==> config.mk <==
export PLATFORM = sky130hd
export DESIGN_NAME = three_wire_rtc_serial_master
export DESIGN_NICKNAME = d
export VERILOG_FILES = /design/src/rtl/core/twrtc_pkg.sv /design/src/rtl/core/twrtc_front.sv /design/src/rtl/core/twrtc_queue.sv /design/src/rtl/core/twrtc_back.sv /design/src/rtl/core/three_wire_rtc_serial_master.sv
export SDC_FILE = /design/constraint.sdc
export NUM_CORES = 1
export LEC_CHECK = 0
export CAP_MARGIN = 20
export CELL_PAD_IN_SITES_DETAIL_PLACEMENT = 0
export CELL_PAD_IN_SITES_GLOBAL_PLACEMENT = 1
export CORE_MARGIN = 2
export CORE_UTILIZATION = 40
export DETAILED_ROUTE_END_ITERATION = 8
export DONT_BUFFER_PORTS = 1
export GPL_ROUTABILITY_DRIVEN = 0
export GPL_TIMING_DRIVEN = 0
export HOLD_SLACK_MARGIN = 0.1
export PLACE_DENSITY = 0.72
export SYNTH_ARGS = -nofsm -noshare
export SYNTH_HDL_FRONTEND = slang
export SYNTH_SLANG_ARGS = --single-unit
==> constraint.sdc <==
create_clock -name i_clk -period 2.8 [get_ports i_clk]
set_clock_uncertainty 0.05 [all_clocks]
set_input_delay 0.14 -clock i_clk [delete_from_list [all_inputs] [get_ports i_clk]]
set_output_delay 0.14 -clock i_clk [all_outputs]
set_load 0.02 [all_outputs]
==> src/rtl/core/twrtc_pkg.sv <==
`default_nettype none
// ----------------------------------------------------------------------------
// twrtc_pkg
// shared types and constants of the three-wire serial clock chip master
// ----------------------------------------------------------------------------
package twrtc_pkg;

    // input function codes
    localparam logic [1:0] FUNC_TICK  = 2'd0;
    localparam logic [1:0] FUNC_WRITE = 2'd1;
    localparam logic [1:0] FUNC_READ  = 2'd2;

    // bit positions inside the pin level word
    localparam int PIN_EN  = 0;
    localparam int PIN_CLK = 1;
    localparam int PIN_VAL = 2;
    localparam int PIN_DE  = 3;

    localparam int PIN_W   = 4;
    localparam int STEP_W  = 6;
    localparam int BYTE_W  = 8;
    localparam int SHIFT_W = 16;

    // phase count at which the frame is closed
    localparam logic [STEP_W-1:0] LAST_STEP = 6'd32;

    // request kind after decode
    typedef enum logic [1:0] {
        KIND_TICK  = 2'd0,
        KIND_WRITE = 2'd1,
        KIND_READ  = 2'd2
    } t_kind;

    // classified request passed from front to back
    typedef struct packed {
        t_kind               kind;
        logic [SHIFT_W-1:0]  load;
        logic                io;
    } t_req;

    // one result item
    typedef struct packed {
        logic              enable_level;
        logic              clock_level;
        logic              io_drive_value;
        logic              io_drive_enable;
        logic [BYTE_W-1:0] read_data;
        logic              done_res;
        logic              busy_res;
        logic              rejected;
    } t_res;

endpackage : twrtc_pkg
`default_nettype wire

==> src/rtl/core/twrtc_front.sv <==
`default_nettype none
// ----------------------------------------------------------------------------
// twrtc_front
// accepts requests, decodes the function and builds the shift word
// ----------------------------------------------------------------------------
module twrtc_front
    import twrtc_pkg::*;
(
    input  wire logic          i_clk,
    input  wire logic          i_rst_n,
    input  wire logic          i_valid,
    output logic               o_ready,
    input  wire logic [1:0]    i_func,
    input  wire logic [7:0]    i_command_byte,
    input  wire logic [7:0]    i_write_data,
    input  wire logic          i_io_sample,
    output logic               o_req_valid,
    output t_req               o_req,
    input  wire logic          i_req_ready
);

    logic r_valid;
    t_req r_req;
    t_req n_req;

    assign o_ready     = !r_valid || i_req_ready;
    assign o_req_valid = r_valid;
    assign o_req       = r_req;

    always_comb begin
        n_req.io   = i_io_sample;
        n_req.load = {8'h00, i_command_byte};
        case (i_func)
            FUNC_WRITE: begin
                n_req.kind = KIND_WRITE;
                n_req.load = {i_write_data, i_command_byte};
            end
            FUNC_READ: begin
                n_req.kind = KIND_READ;
            end
            default: begin
                n_req.kind = KIND_TICK;
            end
        endcase
    end

    always_ff @(posedge i_clk) begin
        if (!i_rst_n) begin
            r_valid <= 1'b0;
        end else if (o_ready) begin
            r_valid <= i_valid;
        end
    end

    always_ff @(posedge i_clk) begin
        if (o_ready && i_valid) begin
            r_req <= n_req;
        end
    end

endmodule : twrtc_front
`default_nettype wire

==> src/rtl/core/twrtc_queue.sv <==
`default_nettype none
// ----------------------------------------------------------------------------
// twrtc_queue
// two-entry request queue between front and back
// ----------------------------------------------------------------------------
module twrtc_queue
    import twrtc_pkg::*;
(
    input  wire logic i_clk,
    input  wire logic i_rst_n,
    input  wire logic i_push_valid,
    output logic      o_push_ready,
    input  wire t_req i_push_req,
    output logic      o_pop_valid,
    output t_req      o_pop_req,
    input  wire logic i_pop_ready
);

    t_req       r_mem [2];
    logic       r_wr_ptr;
    logic       r_rd_ptr;
    logic [1:0] r_count;
    logic       push;
    logic       pop;

    assign o_push_ready = (r_count != 2'd2);
    assign o_pop_valid  = (r_count != 2'd0);
    assign o_pop_req    = r_mem[r_rd_ptr];
    assign push         = i_push_valid && o_push_ready;
    assign pop          = o_pop_valid && i_pop_ready;

    always_ff @(posedge i_clk) begin
        if (!i_rst_n) begin
            r_wr_ptr <= 1'b0;
            r_rd_ptr <= 1'b0;
            r_count  <= 2'd0;
        end else begin
            if (push) begin
                r_wr_ptr <= !r_wr_ptr;
            end
            if (pop) begin
                r_rd_ptr <= !r_rd_ptr;
            end
            case ({push, pop})
                2'b10:   r_count <= r_count + 2'd1;
                2'b01:   r_count <= r_count - 2'd1;
                default: r_count <= r_count;
            endcase
        end
    end

    always_ff @(posedge i_clk) begin
        if (push) begin
            r_mem[r_wr_ptr] <= i_push_req;
        end
    end

endmodule : twrtc_queue
`default_nettype wire

==> src/rtl/core/twrtc_back.sv <==
`default_nettype none
// ----------------------------------------------------------------------------
// twrtc_back
// frame sequencer: steps the serial lines and registers each result
// ----------------------------------------------------------------------------
module twrtc_back
    import twrtc_pkg::*;
(
    input  wire logic i_clk,
    input  wire logic i_rst_n,
    input  wire logic i_req_valid,
    input  wire t_req i_req,
    output logic      o_req_ready,
    output logic      o_res_valid,
    output t_res      o_res,
    input  wire logic i_res_ready
);

    typedef enum logic [1:0] {
        ST_IDLE  = 2'b01,
        ST_FRAME = 2'b10
    } t_state;

    t_state             r_state,     n_state;
    logic               r_is_read,   n_is_read;
    logic [STEP_W-1:0]  r_step,      n_step;
    logic [SHIFT_W-1:0] r_out_shift, n_out_shift;
    logic [BYTE_W-1:0]  r_in_shift,  n_in_shift;
    logic [PIN_W-1:0]   r_pins,      n_pins;
    logic               r_res_valid;
    t_res               r_res;
    t_res               n_res;
    logic               fire;
    logic               high;
    logic               rej;
    logic               done;

    assign o_req_ready = !r_res_valid || i_res_ready;
    assign fire        = i_req_valid && o_req_ready;
    assign o_res_valid = r_res_valid;
    assign o_res       = r_res;
    assign high        = r_step[0];

    always_comb begin
        n_state     = r_state;
        n_is_read   = r_is_read;
        n_step      = r_step;
        n_out_shift = r_out_shift;
        n_in_shift  = r_in_shift;
        n_pins      = r_pins;
        rej         = 1'b0;
        done        = 1'b0;
        if (i_req.kind != KIND_TICK) begin
            if (r_state == ST_FRAME) begin
                rej = 1'b1;
            end else begin
                n_state     = ST_FRAME;
                n_is_read   = (i_req.kind == KIND_READ);
                n_step      = '0;
                n_out_shift = i_req.load;
                n_pins      = '0;
                n_pins[PIN_EN] = 1'b1;
                n_pins[PIN_DE] = 1'b1;
            end
        end else if (r_state == ST_FRAME) begin
            if (r_step >= LAST_STEP) begin
                // closing phase
                n_state   = ST_IDLE;
                n_is_read = 1'b0;
                n_step    = '0;
                n_pins    = '0;
                done      = 1'b1;
            end else begin
                n_pins          = '0;
                n_pins[PIN_EN]  = 1'b1;
                n_pins[PIN_CLK] = high;
                if (r_is_read && r_step[4]) begin
                    // data line released, sample on the high phase
                    if (high) begin
                        n_in_shift = {i_req.io, r_in_shift[BYTE_W-1:1]};
                    end
                end else begin
                    n_pins[PIN_DE]  = 1'b1;
                    n_pins[PIN_VAL] = r_out_shift[0];
                    if (high) begin
                        n_out_shift = {1'b0, r_out_shift[SHIFT_W-1:1]};
                    end
                end
                n_step = r_step + 6'd1;
            end
        end
    end

    always_comb begin
        n_res.enable_level    = n_pins[PIN_EN];
        n_res.clock_level     = n_pins[PIN_CLK];
        n_res.io_drive_value  = n_pins[PIN_VAL];
        n_res.io_drive_enable = n_pins[PIN_DE];
        n_res.read_data       = n_in_shift;
        n_res.done_res        = done;
        n_res.busy_res        = (n_state == ST_FRAME);
        n_res.rejected        = rej;
    end

    always_ff @(posedge i_clk) begin
        if (!i_rst_n) begin
            r_state     <= ST_IDLE;
            r_is_read   <= 1'b0;
            r_step      <= '0;
            r_out_shift <= '0;
            r_in_shift  <= '0;
            r_pins      <= '0;
            r_res_valid <= 1'b0;
        end else begin
            if (fire) begin
                r_state     <= n_state;
                r_is_read   <= n_is_read;
                r_step      <= n_step;
                r_out_shift <= n_out_shift;
                r_in_shift  <= n_in_shift;
                r_pins      <= n_pins;
            end
            if (o_req_ready) begin
                r_res_valid <= i_req_valid;
            end
        end
    end

    always_ff @(posedge i_clk) begin
        if (fire) begin
            r_res <= n_res;
        end
    end

endmodule : twrtc_back
`default_nettype wire

==> src/rtl/core/three_wire_rtc_serial_master.sv <==
`default_nettype none
// ----------------------------------------------------------------------------
// three_wire_rtc_serial_master
// master for a three-wire serial clock chip link (enable, clock, data)
// ----------------------------------------------------------------------------
// usage
//   input channel i_in_valid / o_in_ready carries one request per item:
//   a tick (func 0 or 3), a write frame start (func 1) or a read frame
//   start (func 2), with command byte, write data and the sampled data line
//   output channel o_out_valid / i_out_ready returns one result per request:
//   the line levels after that request, the read shift register, and the
//   done, busy and rejected flags
//   each tick moves the serial line by one clock phase; a frame takes one
//   start request plus 33 ticks (32 bit phases and a closing phase)
//   a result passes the front register, the queue and the result register
//   in that order after its request is accepted
//   throughput: one request per cycle while the result register is not
//   held by i_out_ready, set by the sequencer in the back part
//   a stalled receiver fills the result register, then the two-entry queue,
//   then the front register before o_in_ready drops; nothing is lost
//   reset clears the sequencer to idle with all lines low and released
// ----------------------------------------------------------------------------
module three_wire_rtc_serial_master
    import twrtc_pkg::*;
(
    input  wire logic       i_clk,
    input  wire logic       i_rst_n,
    // request channel
    input  wire logic       i_in_valid,
    output logic            o_in_ready,
    input  wire logic [1:0] i_func,
    input  wire logic [7:0] i_command_byte,
    input  wire logic [7:0] i_write_data,
    input  wire logic       i_io_sample,
    // result channel
    output logic            o_out_valid,
    input  wire logic       i_out_ready,
    output logic            o_enable_level,
    output logic            o_clock_level,
    output logic            o_io_drive_value,
    output logic            o_io_drive_enable,
    output logic [7:0]      o_read_data,
    output logic            o_done_res,
    output logic            o_busy_res,
    output logic            o_rejected
);

    // front to queue
    logic f_valid;
    logic f_ready;
    t_req f_req;
    // queue to back
    logic q_valid;
    logic q_ready;
    t_req q_req;
    // back result
    t_res res;

    // decode and register each request
    twrtc_front u_front (
        .i_clk          (i_clk),
        .i_rst_n        (i_rst_n),
        .i_valid        (i_in_valid),
        .o_ready        (o_in_ready),
        .i_func         (i_func),
        .i_command_byte (i_command_byte),
        .i_write_data   (i_write_data),
        .i_io_sample    (i_io_sample),
        .o_req_valid    (f_valid),
        .o_req          (f_req),
        .i_req_ready    (f_ready)
    );

    // decouples front and back so each can stall on its own
    twrtc_queue u_queue (
        .i_clk        (i_clk),
        .i_rst_n      (i_rst_n),
        .i_push_valid (f_valid),
        .o_push_ready (f_ready),
        .i_push_req   (f_req),
        .o_pop_valid  (q_valid),
        .o_pop_req    (q_req),
        .i_pop_ready  (q_ready)
    );

    // frame sequencer with registered result
    twrtc_back u_back (
        .i_clk       (i_clk),
        .i_rst_n     (i_rst_n),
        .i_req_valid (q_valid),
        .i_req       (q_req),
        .o_req_ready (q_ready),
        .o_res_valid (o_out_valid),
        .o_res       (res),
        .i_res_ready (i_out_ready)
    );

    assign o_enable_level    = res.enable_level;
    assign o_clock_level     = res.clock_level;
    assign o_io_drive_value  = res.io_drive_value;
    assign o_io_drive_enable = res.io_drive_enable;
    assign o_read_data       = res.read_data;
    assign o_done_res        = res.done_res;
    assign o_busy_res        = res.busy_res;
    assign o_rejected        = res.rejected;

endmodule : three_wire_rtc_serial_master
`default_nettype wire
==> flow_summary.toml, run 1 <==
[grt]
grt.overflow.total = 0
grt_pass1_wl_mm = 14.6
first_global_vias = 3042
grt_start_max_net_pins = 20
grt.total_usage = 0.150
antenna_found_initial = 0

[worst_setup_path]
critPathCaptureType = "flop"
crit_arrival_ps = 2570
crit_buf_inv = 1
path_cells = "nor3_2 -> nor2_1 -> inv_1 -> ha_1 -> nand3_1 -> o21ai_0 -> nor2_1"
start_kind = "flop"
path_max_fanout = 6
critical-path-max-stage-delay_ps = 510
cpMostUsedCell = "nor2_1"
rr_worst_depth = 7
worstSetupPathType = "flop to flop"
cp_top_family = "simple AND/OR/NAND/NOR gates"
rr_startpoint = "u_queue.r_mem[0][17]"
cp.required_ps = 3040
cp_slowest_cell = "o21ai_0"
timing.rr.end = "u_back.r_step[0]"
ff2ff_setup_slack_ps = 470

[hold_path]
whs_path_depth = 2
hold_start = "i_func[0]"
hold_class = "primary input to flop"
hold_path_end = "u_front.o_req[17]"

[die]
dieWidth_um = 113
core_area_um2 = 11500
start_util = 0.411
die_y_um = 113
floorplan.rows = 39
dieArea_um2 = 12700
io_pins = 40

[sta]
slew_headroom = 0.427
fin_tns_setup_ps = 0
rsz0062_at_grt = "false"
tightest_slew_ps = 859
layout_worst_path_cycle_share = 0.833
setup_viol = 0
hold_viol = 0
drv_slew = 0
fmax_mhz = 429
fin_crit_ps = 2330

[synth]
syn-mean-instance-area_um2 = 12.1
yosys_warnings = 0
yosys_register_bits = 116
yosysSeqAreaShare = 0.645
synth_enable_flop_cells = 72
synth_area_um2 = 4720
syn-num-nets = 418
synth-async-reset-ratio = 0
synth_cell_types = 46
dominantRegCellSynth = "edfxtp_1"
synthCells = 390

[cells_and_area]
drive_above_1_share = 0.114
final_nets = 461
area_growth_pct = 21.4
final_util = 0.499
antenna_cells = 0
design_area_um2 = 5730

[clock_tree]
clock-sinks = 116
clock-root-buffer = "clkbuf_16"
cts_max_path_buffers = 2
post_cts_buffers = 0
cts_tree = "built"
cts_made_buffers = 17
worstSkewPairLatency_ps = 420
clk_pin_slew_worst_paths_ps = 60
htree_levels = 4
ctsResizeCount = 0

[detailed_routing]
drc = 0
drt_iter0_markers = 175
wl_mm = 8.40
dr.pass1.iters = 4
via_per_inst = 5.13
routed-via-count = 3020
wl_per_cell_um = 14.3
ant_nets = 0

[placed_design]
place_area_um2 = 4920
numPortBuffers = 0
hpwlAfterDp_mm = 5.63

[job]
cap_violations = 0

[pwr]
p_leak_uw = 0.00212
power_density_nw_per_um2 = 967
irDropWorstVdd_mv = 0.543

[status]
outcome = "completed"
[layout make-up]
type,count,area [um2]
well taps,143,179
inverters,8,30.0
clock inverters,14,145
multi-input cells,242,1540
repair buffers,25,256
fillers,982,5740
plain buffers,23,108
flip-flops and latches,116,3040
clock buffers,18,429
[routing by layer]
layer / track usage / routed length [um] / up-vias
li1: - / - / 1517
met1: 0.187 / 3980 / 1420
met2: 0.232 / 3900 / 67
met3: 0.0491 / 322 / 16
met4: 0.0780 / 195 / 0
met5: 0 / 0 / -
[worst max path at each step]
stage                         startpoint            endpoint  slack, ps  cells past startpoint
finish              u_queue.r_mem[0][17]    u_back.r_step[0]        470                      7
global route        u_queue.r_mem[0][17]    u_back.r_step[4]        170                      7
detailed placement    u_queue.r_count[0]  u_queue.r_count[1]         80                      8
floorplan             u_queue.r_count[0]  u_queue.r_count[1]        250                      8
CTS                   u_queue.r_count[0]  u_queue.r_count[1]         60                      8
global placement      u_queue.r_count[0]  u_queue.r_count[1]       -250                      8
[Yosys cell counts (2+ instances only)]
master | n | area [um2]
inv_1 | 5 | 18.8
or4_1 | 2 | 15.0
xor2_1 | 4 | 35.0
o21ai_0 | 18 | 90.1
nand2b_1 | 4 | 25.0
nand2_1 | 48 | 180
a21oi_1 | 21 | 105
nor2b_1 | 2 | 12.5
dfxtp_1 | 44 | 881
a31oi_1 | 3 | 18.8
o22a_1 | 2 | 17.5
ha_1 | 5 | 62.6
nand4_1 | 3 | 18.8
nor2_1 | 14 | 52.6
mux2i_1 | 32 | 320
clkbuf_1 | 14 | 52.6
xnor2_1 | 3 | 26.3
o211ai_1 | 17 | 128
nand3_1 | 30 | 150
and2_1 | 10 | 62.6
o221a_2 | 2 | 22.5
buf_2 | 8 | 40.0
edfxtp_1 | 72 | 2160
and3_1 | 2 | 12.5
or3_1 | 3 | 18.8
clkinv_1 | 2 | 7.51
[registers in the layout, indices dropped and copies added (netlist names), named ones only]
signal and flops:
u_back.o_res 15, u_back.o_res_valid 1, u_back.r_in_shift 8, u_back.r_is_read 1, u_back.r_out_shift 16, u_back.r_pins 4, u_back.r_state 2, u_back.r_step 6
u_front.o_req 19, u_front.o_req_valid 1, u_queue.r_count 2, u_queue.r_mem 38, u_queue.r_rd_ptr 1, u_queue.r_wr_ptr 1
[worst reg2reg max path: stages (launching register included)]
cell and delay (ps):
edfxtp_1 420, nor3_2 410, nor2_1 150, inv_1 170, ha_1 230, nand3_1 170
o21ai_0 510, nor2_1 100
[power breakdown]
part           internal, uW  switching, uW
clock network          1250            828
logic                   450            660
registers              2130            219
[timing repair]
item / in CTS / in global routing
endpoints found under the setup margin: 0 / 1
hold buffers: 23 / 0
endpoints found under the hold margin: 30 / 0
[cells in the final DEF, fill, tap and decap left out, drive strengths merged, types with 4 or more instances in the layout]
master       count
o21ai           18
xor2             4
nand2b           4
nand3           31
nand2           48
buf             12
o211ai          17
nor2            14
clkinv           5
clkbuf          31
dlygate4sd3     23
and2            10
inv             13
a21oi           21
mux2i           32
edfxtp          72
dfxtp           44
ha               5
[through the flow]
step                      worst slack, ps  cells  hold WS [ps]  total power [uW]
final                                 468    589           152              5540
after global routing                  167    589           177              5830
after CTS                            64.5    590           145              5600
after detailed placement             80.1    535           189              3490
after global placement               -250    533           189              3430
after floorplan                       251    390           189              3190
[cells by family after synthesis]
kind of cell               count (synthesis)  share of synthesized area
AOI/OAI and AO/OA                         70                     0.0939
adders and majority gates                  5                     0.0133
and+or+nand+nor                          127                      0.134
DFF                                      116                      0.645
xor gates and xnor gates                   7                     0.0130
muxes                                     33                     0.0703
buffers and inverters                     32                     0.0300
No activity file was read; power rests on OpenSTA's default activity.
==> run 2: changes to the inputs <==
Settings changed: PLACE_DENSITY 0.72 to 0.75.
Clock period 2.8 ns to 1.9 ns, I/O delays scaled along.
==> flow_summary.toml, run 2 (synthesized netlist as in run 1, its figures left out) <==
[detailed_routing]
wl_met1_mm = 3.96
wl_met2_mm = 4.43
wl_met3_um = 390
via_per_inst = 5.17
top_layer = "met4"
wl_mm = 8.91
drt_iter0_markers = 175
routed-via-count = 3124
drc = 0
ant_nets = 0
wl_per_cell_um = 14.8
dr.pass1.iters = 4

[worst_setup_path]
rr_worst_depth = 8
path_max_fanout = 5
start_kind = "flop"
cp.required_ps = 2150
critPathCaptureType = "flop"
worstSetupPathType = "flop to flop"
crit_arrival_ps = 2160

[pwr]
switching_share = 0.306
power_switching_uw = 2600
irDropWorstVdd_mv = 0.874
power_density_nw_per_um2 = 1420
p_int_uw = 5890
comb_power_share = 0.235
seqPwrFrac = 0.410
p_leak_uw = 0.00223
pwr-share-clk = 0.354

[clock_tree]
clock-sinks = 116
htree_levels = 4
cts_made_buffers = 17
cts_tree = "built"
clock-root-buffer = "clkbuf_16"
clk_pin_slew_worst_paths_ps = 60
cts_max_path_buffers = 2
worstSkewPairLatency_ps = 410

[cells_and_area]
drive_above_1_share = 0.176
final_cell_mix = "72 x edfxtp_1, 47 x nand2_1, 41 x dfxtp_1"
multi_input_area_um2 = 1610
antenna_cells = 0
mostFrequentLayoutCell = "edfxtp_1"
area_growth_pct = 26.6
final_nets = 476
design_area_um2 = 5970
regMostFlops = "u_queue.r_mem"
seq_area_um2 = 3050
nFillCells = 962
largest_register_ffs = 38

[grt]
grt.total_usage = 0.151
first_global_vias = 3021
grt.overflow.total = 0
grt_pass1_wl_mm = 14.7
antenna_found_initial = 0
grt_start_max_net_pins = 32

[die]
dieWidth_um = 113
floorplan.rows = 39
die_y_um = 113
dieArea_um2 = 12700
start_util = 0.411
core_area_um2 = 11500
io_pins = 40

[job]
cap_violations = 0

[sta]
layout_worst_path_cycle_share = 1.00
fmax_mhz = 525
slew_headroom = 0.432
fin_ws_ps = -5.18
fin_tns_setup_ps = -10.0
setup_viol = 2
drv_slew = 0
rsz0062_at_grt = "true"
tightest_slew_ps = 852
hold_viol = 0
fin_crit_ps = 1910

[placed_design]
numPortBuffers = 0
hpwlAfterDp_mm = 5.59
place_area_um2 = 4950

[status]
violations = "setup timing"
outcome = "complete, but fails checks"

[hold_path]
whs_path_depth = 3
hold_class = "primary input to flop"
==> run 2: what timing repair did <==
item	4_1_cts	5_1_grt
hold buffers	23	0
endpoints found under the setup margin	65	74
endpoints found under the hold margin	30	0
pin swaps	5	3
cloned	0	2
setup buffers	8	7
resized for setup	18	16
==> run 2: through the flow <==
stage               hold WS (ps)   util  worst slack [ps]  cells  total power, uW
global route                 160  0.521             -78.1    604             8920
global placement             144  0.431              -444    533             5150
detailed placement           144  0.432              -386    533             5210
floorplan                    144      -             -27.5    390             4810
CTS                          111  0.509             -1.01    595             8350
finish                       147  0.521             -5.18    604             8490
==> run 2: per-layer routing <==
| metal | up-vias | global-route usage |
|---|---|---|
| met5 | - | 0 |
| met4 | 0 | 0.0797 |
| met3 | 13 | 0.0535 |
| met2 | 80 | 0.232 |
| met1 | 1480 | 0.188 |
| li1 | 1551 | - |
==> run 2: final timing paths <==
path | slack [ps] | startpoint | endpoint
setup / recovery | -5 | u_queue.r_mem[0][17] | u_back.r_out_shift[13]
hold / removal | 150 | i_rst_n | u_back.r_out_shift[5]
setup reg to reg | -5 | u_queue.r_mem[0][17] | u_back.r_out_shift[13]
hold reg to reg | 390 | u_front.o_req[10] | u_queue.r_mem[0][10]
==> run 2: final cells by class <==
class | instances | area share
Timing Repair inverter | 1 | 0.00147
Timing Repair Buffer | 39 | 0.0635
Clock buffer | 19 | 0.0742
Tap cell | 143 | 0.0300
Sequential cell | 116 | 0.510
Multi-Input combinational cell | 242 | 0.269
Inverter | 8 | 0.00775
Buffer | 23 | 0.0222
Clock inverter | 13 | 0.0214
==> run 2: power groups by stage <==
| stage | clock, uW | sequential, uW | combinational [uW] |
|---|---|---|---|
| floorplan | 0 | 3460 | 1350 |
| global placement | 0 | 3510 | 1650 |
| detailed placement | 0 | 3520 | 1680 |
| CTS | 3080 | 3480 | 1780 |
| global route | 3200 | 3530 | 2190 |
| finish | 3010 | 3480 | 2000 |
==> run 2: critical path, stage by stage, from the launching register on <==
cell and delay (ps):
edfxtp_1 410, buf_4 160, nor3_4 210, buf_6 160, o211ai_1 90, a211o_1 300, buf_6 140, clkbuf_16 150
mux2i_1 110
